**src/rtl/core/brb_pkg.sv**
```systemverilog
// ----------------------------------------------------------------------------
// brb_pkg
// Shared types and constants of the byte ring buffer with burst writes.
// ----------------------------------------------------------------------------
package brb_pkg;

    // default store depth in bytes
    localparam int BRB_DEPTH = 4096;

    // field widths of the stream items
    localparam int DATA_W = 8;
    localparam int CAP_W  = 13;
    localparam int BLEN_W = 13;
    localparam int RLEN_W = 7;
    localparam int STAT_W = 2;
    localparam int DLV_W  = 7;
    localparam int FILL_W = 13;

    // packed widths of tdata on both sides
    localparam int S_TDATA_W = 32;
    localparam int M_TDATA_W = 32;

    // longest read request served
    localparam logic [RLEN_W-1:0] MAX_READ = RLEN_W'(64);

    // command codes
    localparam logic CMD_WRITE = 1'b0;
    localparam logic CMD_READ  = 1'b1;

    // result status codes
    localparam logic [STAT_W-1:0] STAT_OK      = 2'd0;
    localparam logic [STAT_W-1:0] STAT_NO_ROOM = 2'd1;
    localparam logic [STAT_W-1:0] STAT_EMPTY   = 2'd2;

    // sequencer states
    typedef enum logic [1:0] {
        ST_IDLE,
        ST_EXEC,
        ST_RD_ISSUE,
        ST_RD_DATA
    } brb_state_t;

    // operation of the shared pointer and count unit
    typedef enum logic {
        UOP_WRITE,
        UOP_READ
    } brb_uop_t;

endpackage

```
**src/rtl/core/brb_unit.sv**
```systemverilog
// ----------------------------------------------------------------------------
// brb_unit
// Shared step unit: advances the selected pointer with wrap at the capacity
// and moves the free byte count by one.
// ----------------------------------------------------------------------------
module brb_unit
    import brb_pkg::*;
#(
    parameter int DEPTH = BRB_DEPTH
) (
    input  brb_uop_t                   op,
    input  logic [$clog2(DEPTH)-1:0]   write_ptr,
    input  logic [$clog2(DEPTH)-1:0]   read_ptr,
    input  logic [$clog2(DEPTH+1)-1:0] free_count,
    input  logic [$clog2(DEPTH+1)-1:0] capacity,
    output logic [$clog2(DEPTH)-1:0]   ptr_next,
    output logic [$clog2(DEPTH+1)-1:0] free_next
);

    localparam int AW    = $clog2(DEPTH);
    localparam int CNT_W = $clog2(DEPTH + 1);

    logic [AW-1:0]    ptr_sel;
    logic [CNT_W:0]   ptr_inc;

    // pick the pointer that this step moves
    assign ptr_sel = (op == UOP_WRITE) ? write_ptr : read_ptr;

    // increment and wrap at the capacity
    always_comb begin
        ptr_inc = (CNT_W + 1)'(ptr_sel) + (CNT_W + 1)'(1);
        if (ptr_inc >= (CNT_W + 1)'(capacity)) begin
            ptr_next = '0;
        end else begin
            ptr_next = AW'(ptr_inc);
        end
    end

    // a stored byte takes a free slot, a read byte gives one back
    assign free_next = (op == UOP_WRITE) ? free_count - CNT_W'(1)
                                         : free_count + CNT_W'(1);

endmodule

```
**config.mk**
```make
export PLATFORM = sky130hd
export DESIGN_NAME = brb_unit
export DESIGN_NICKNAME = d
export VERILOG_FILES = /design/src/rtl/core/brb_pkg.sv /design/src/rtl/core/brb_unit.sv
export SDC_FILE = /design/constraint.sdc
export NUM_CORES = 1
export LEC_CHECK = 0
export ABC_AREA = 1
export BUFFER_PORTS_ARGS = -buffer_cell sky130_fd_sc_hd__clkbuf_2
export CAP_MARGIN = 20
export CORE_MARGIN = 2
export CORE_UTILIZATION = 30
export DETAILED_ROUTE_END_ITERATION = 12
export PLACE_DENSITY = 0.54
export SETUP_SLACK_MARGIN = 0.1
export SYNTH_ARGS = -nofsm -noshare
export SYNTH_HDL_FRONTEND = slang
export SYNTH_SLANG_ARGS = --single-unit
```
**constraint.sdc**
```tcl
create_clock -name vclk -period 2.95
set_input_delay 0.1475 -clock vclk [all_inputs]
set_output_delay 0.1475 -clock vclk [all_outputs]
set_load 0.02 [all_outputs]
```
==> impl_metrics.py <==
metrics = {
    "pwr": {
        "power_switching_uw": 267.5,
        "power.leakage_nw": 1.254,
        "seq_power_share_pct": 0,
        "combPwrFrac_pct": 100.0,
        "clkPwrFrac_pct": 0,
        "internal-power_uw": 160.0,
        "power_density_nw_per_um2": 216.4,
        "p_sw_share_pct": 62.58,
        "max-vdd-ir-drop_mv": 0.07093,
    },
    "synthesis": {
        "yosysTopAreaCell": "ha_1",
        "synth_area_per_cell_um2": 5.683,
        "synth_cell_types": 27,
        "ys_warn_count": 0,
        "seq_area_frac_synth_pct": 0,
        "postSynthCellCount": 260,
        "syn_area_um2": 1478,
        "syn-num-nets": 337,
        "synth_area_leaders": "ha_1, nand2_1, inv_1",
        "synth_top_cell_area_share_pct": 21.17,
    },
    "worst_setup_path": {
        "cpMostUsedCell": "nand2_1",
        "critical_path_class": "input port to output pin",
        "crit_family": "simple AND/OR/NAND/NOR gates",
        "cp-start-kind": "input port",
        "critPathMaxFanout": 12,
        "critPathMaxStageDelay_ns": 0.28,
        "crit_required_ns": 2.80,
        "arrival_ns": 2.46,
        "worst-path-buf-inv": 5,
        "setup.worst_path.end_class": "output pin",
        "path_cells": "buf_2 -> buf_6 -> nand2_1 -> nand2_2 -> nand3_2 -> nor2_4 -> buf_4 -> nand3_1 -> nand2_1 -> inv_1 -> ha_1 -> nand2_1 -> nor4_2 -> nand2_1 -> nand2_4 -> nor2_1 -> clkbuf_2",
        "slowest_stage": "ha_1",
    },
    "hold_path": {
        "hold_path_class": "input port to output pin",
        "holdPathEnd": "free_next[0]",
        "whs_path_depth": 3,
        "holdCritStartpoint": "free_count[0]",
    },
    "drt": {
        "wl_per_cell_um": 9.656,
        "drc": 0,
        "post_drt_via_cell_ratio": 4.287,
        "ant_nets": 0,
        "routed_wl_um": 3901,
        "via_count": 1732,
        "dr.first_iter.drc_count": 75,
        "firstDrtPassIters": 4,
    },
    "global_route": {
        "grt-ovfl-total": 0,
        "use_met2_pct": 22.92,
        "grt_pass1_wl_um": 6368,
        "grtUsageMet1_pct": 20.39,
        "busiest_layer": "met2",
        "grt_pass1_vias": 1527,
        "grt_use_total_pct": 13.79,
        "grtUsageMet3_pct": 1.491,
        "grt_max_degree": 13,
        "antenna_found_initial": 0,
    },
    "timing": {
        "setup_viol": 0,
        "period_share_pct": 88.55,
        "period_minus_slack_ns": 2.612,
        "worst_slew_pin_slew_ns": 0.2821,
        "max_slew_margin_pct": 81.00,
        "holdWs_ns": 0.5932,
        "rsz0062_at_grt": "false",
        "report.final.slew_viol_count": 0,
        "final.setup.tns_ns": 0,
        "hold_viol_final": 0,
        "max_freq_ghz": 0.3828,
    },
    "finish": {
        "final_nets": 416,
        "drive_gt1_share_pct": 32.34,
        "clock_buffers": 0,
        "seq_area_um2": 0,
        "seq_cells": 0,
        "antenna_cells": 0,
        "syn2layout_area_growth_pct": 33.70,
    },
    "floorplanning": {
        "die_width_um": 74.18,
        "initial_core_util_pct": 31.28,
        "fp.coreArea_um2": 4723,
        "ios": 76,
        "dieArea_um2": 5503,
        "row_count": 25,
        "die_h_um": 74.18,
    },
    "place": {
        "place.gp.congestion": 0.8103,
        "dp_hpwl_um": 3388,
        "io_buffers": 76,
    },
    "run_status": {
        "outcome": "complete, no violations",
    },
    "flow_run": {
        "cap_viol_max_count": 0,
    },
    "clocking": {
        "ctsHoldBuffers": 0,
    },
}
-- Yosys cell counts, types with 2 or more instances --
cell type  number
a21oi_1        17
buf_6           2
ha_1           25
inv_1          44
nand2_1        78
nand2_2        10
nand2_4         5
nand3_1        16
nand3_2         2
nand4_1         6
nor2_1         26
nor2_4          2
o21ai_0         4
xnor2_1         3
xor2_1          8
-- how the worst max path moves through the flow --
stage               startpoint     endpoint  cells after the start
floorplan                   op  ptr_next[0]                     16
global placement            op  ptr_next[1]                     17
detailed placement          op  ptr_next[8]                     17
CTS                         op  ptr_next[9]                     17
global route                op  ptr_next[9]                     16
finish                      op  ptr_next[9]                     17
-- what timing repair did --
item / 4_1_cts / 5_1_grt
endpoints found under the setup margin: 0 / 12
resized for setup: 0 / 10
setup buffers: 0 / 1
-- layout make-up --
class              count  area (um2)
fillers              525        2748
multi-input cells    212        1304
repair buffers        80       414.1
inverters             45       173.9
well taps             67       83.83
-- power groups by stage --
stage	clock, mW	combinational [mW]	sequential [mW]
finish	0	0.427	0
global route	0	0.484	0
CTS	0	0.426	0
detailed placement	0	0.424	0
global placement	0	0.423	0
floorplan	0	0.296	0
-- layout by cell type, fill, tap and decap left out, drive strengths merged --
master,count
xor2,8
o21a,1
nand3,18
nand4,6
o21ai,5
fa,1
o21bai,1
a21o,1
a21oi,17
xnor2,3
clkbuf,75
a21boi,1
inv,45
nand2,93
or2,1
ha,25
nor4,1
nor2,30
buf,5
-- through the flow --
stage | worst slack, ns | cell area (um2) | power (mW) | std cells | util [%]
floorplan | 0.4270 | 1478 | 0.2957 | 260 | -
global placement | 0.1529 | 1937 | 0.4228 | 403 | 41.01
detailed placement | 0.1375 | 1937 | 0.4242 | 403 | 41.01
CTS | 0.1309 | 1937 | 0.4262 | 403 | 41.01
global route | 0.06778 | 1976 | 0.4842 | 404 | 41.83
finish | 0.3377 | 1976 | 0.4275 | 404 | 41.83
-- routing by layer --
layer | vias up | part of all wire (%) | wire, um
met1 | 699 | 52 | 2022
met3 | 2 | 6.9 | 270
met2 | 54 | 41 | 1589
li1 | 977 | - | -
met5 | - | 0 | 0
met4 | 0 | 0.46 | 18
-- cell families after synthesis --
kind of cell               count (synthesis)  share of synthesized area (%)
and+or+nand+nor                          149                          47.93
AOI/OAI and AO/OA                         26                          9.738
adders and majority gates                 26                          22.52
buffers and inverters                     48                          13.29
xor gates and xnor gates                  11                          6.520
Note: power is estimated with default switching activity, not from simulation.
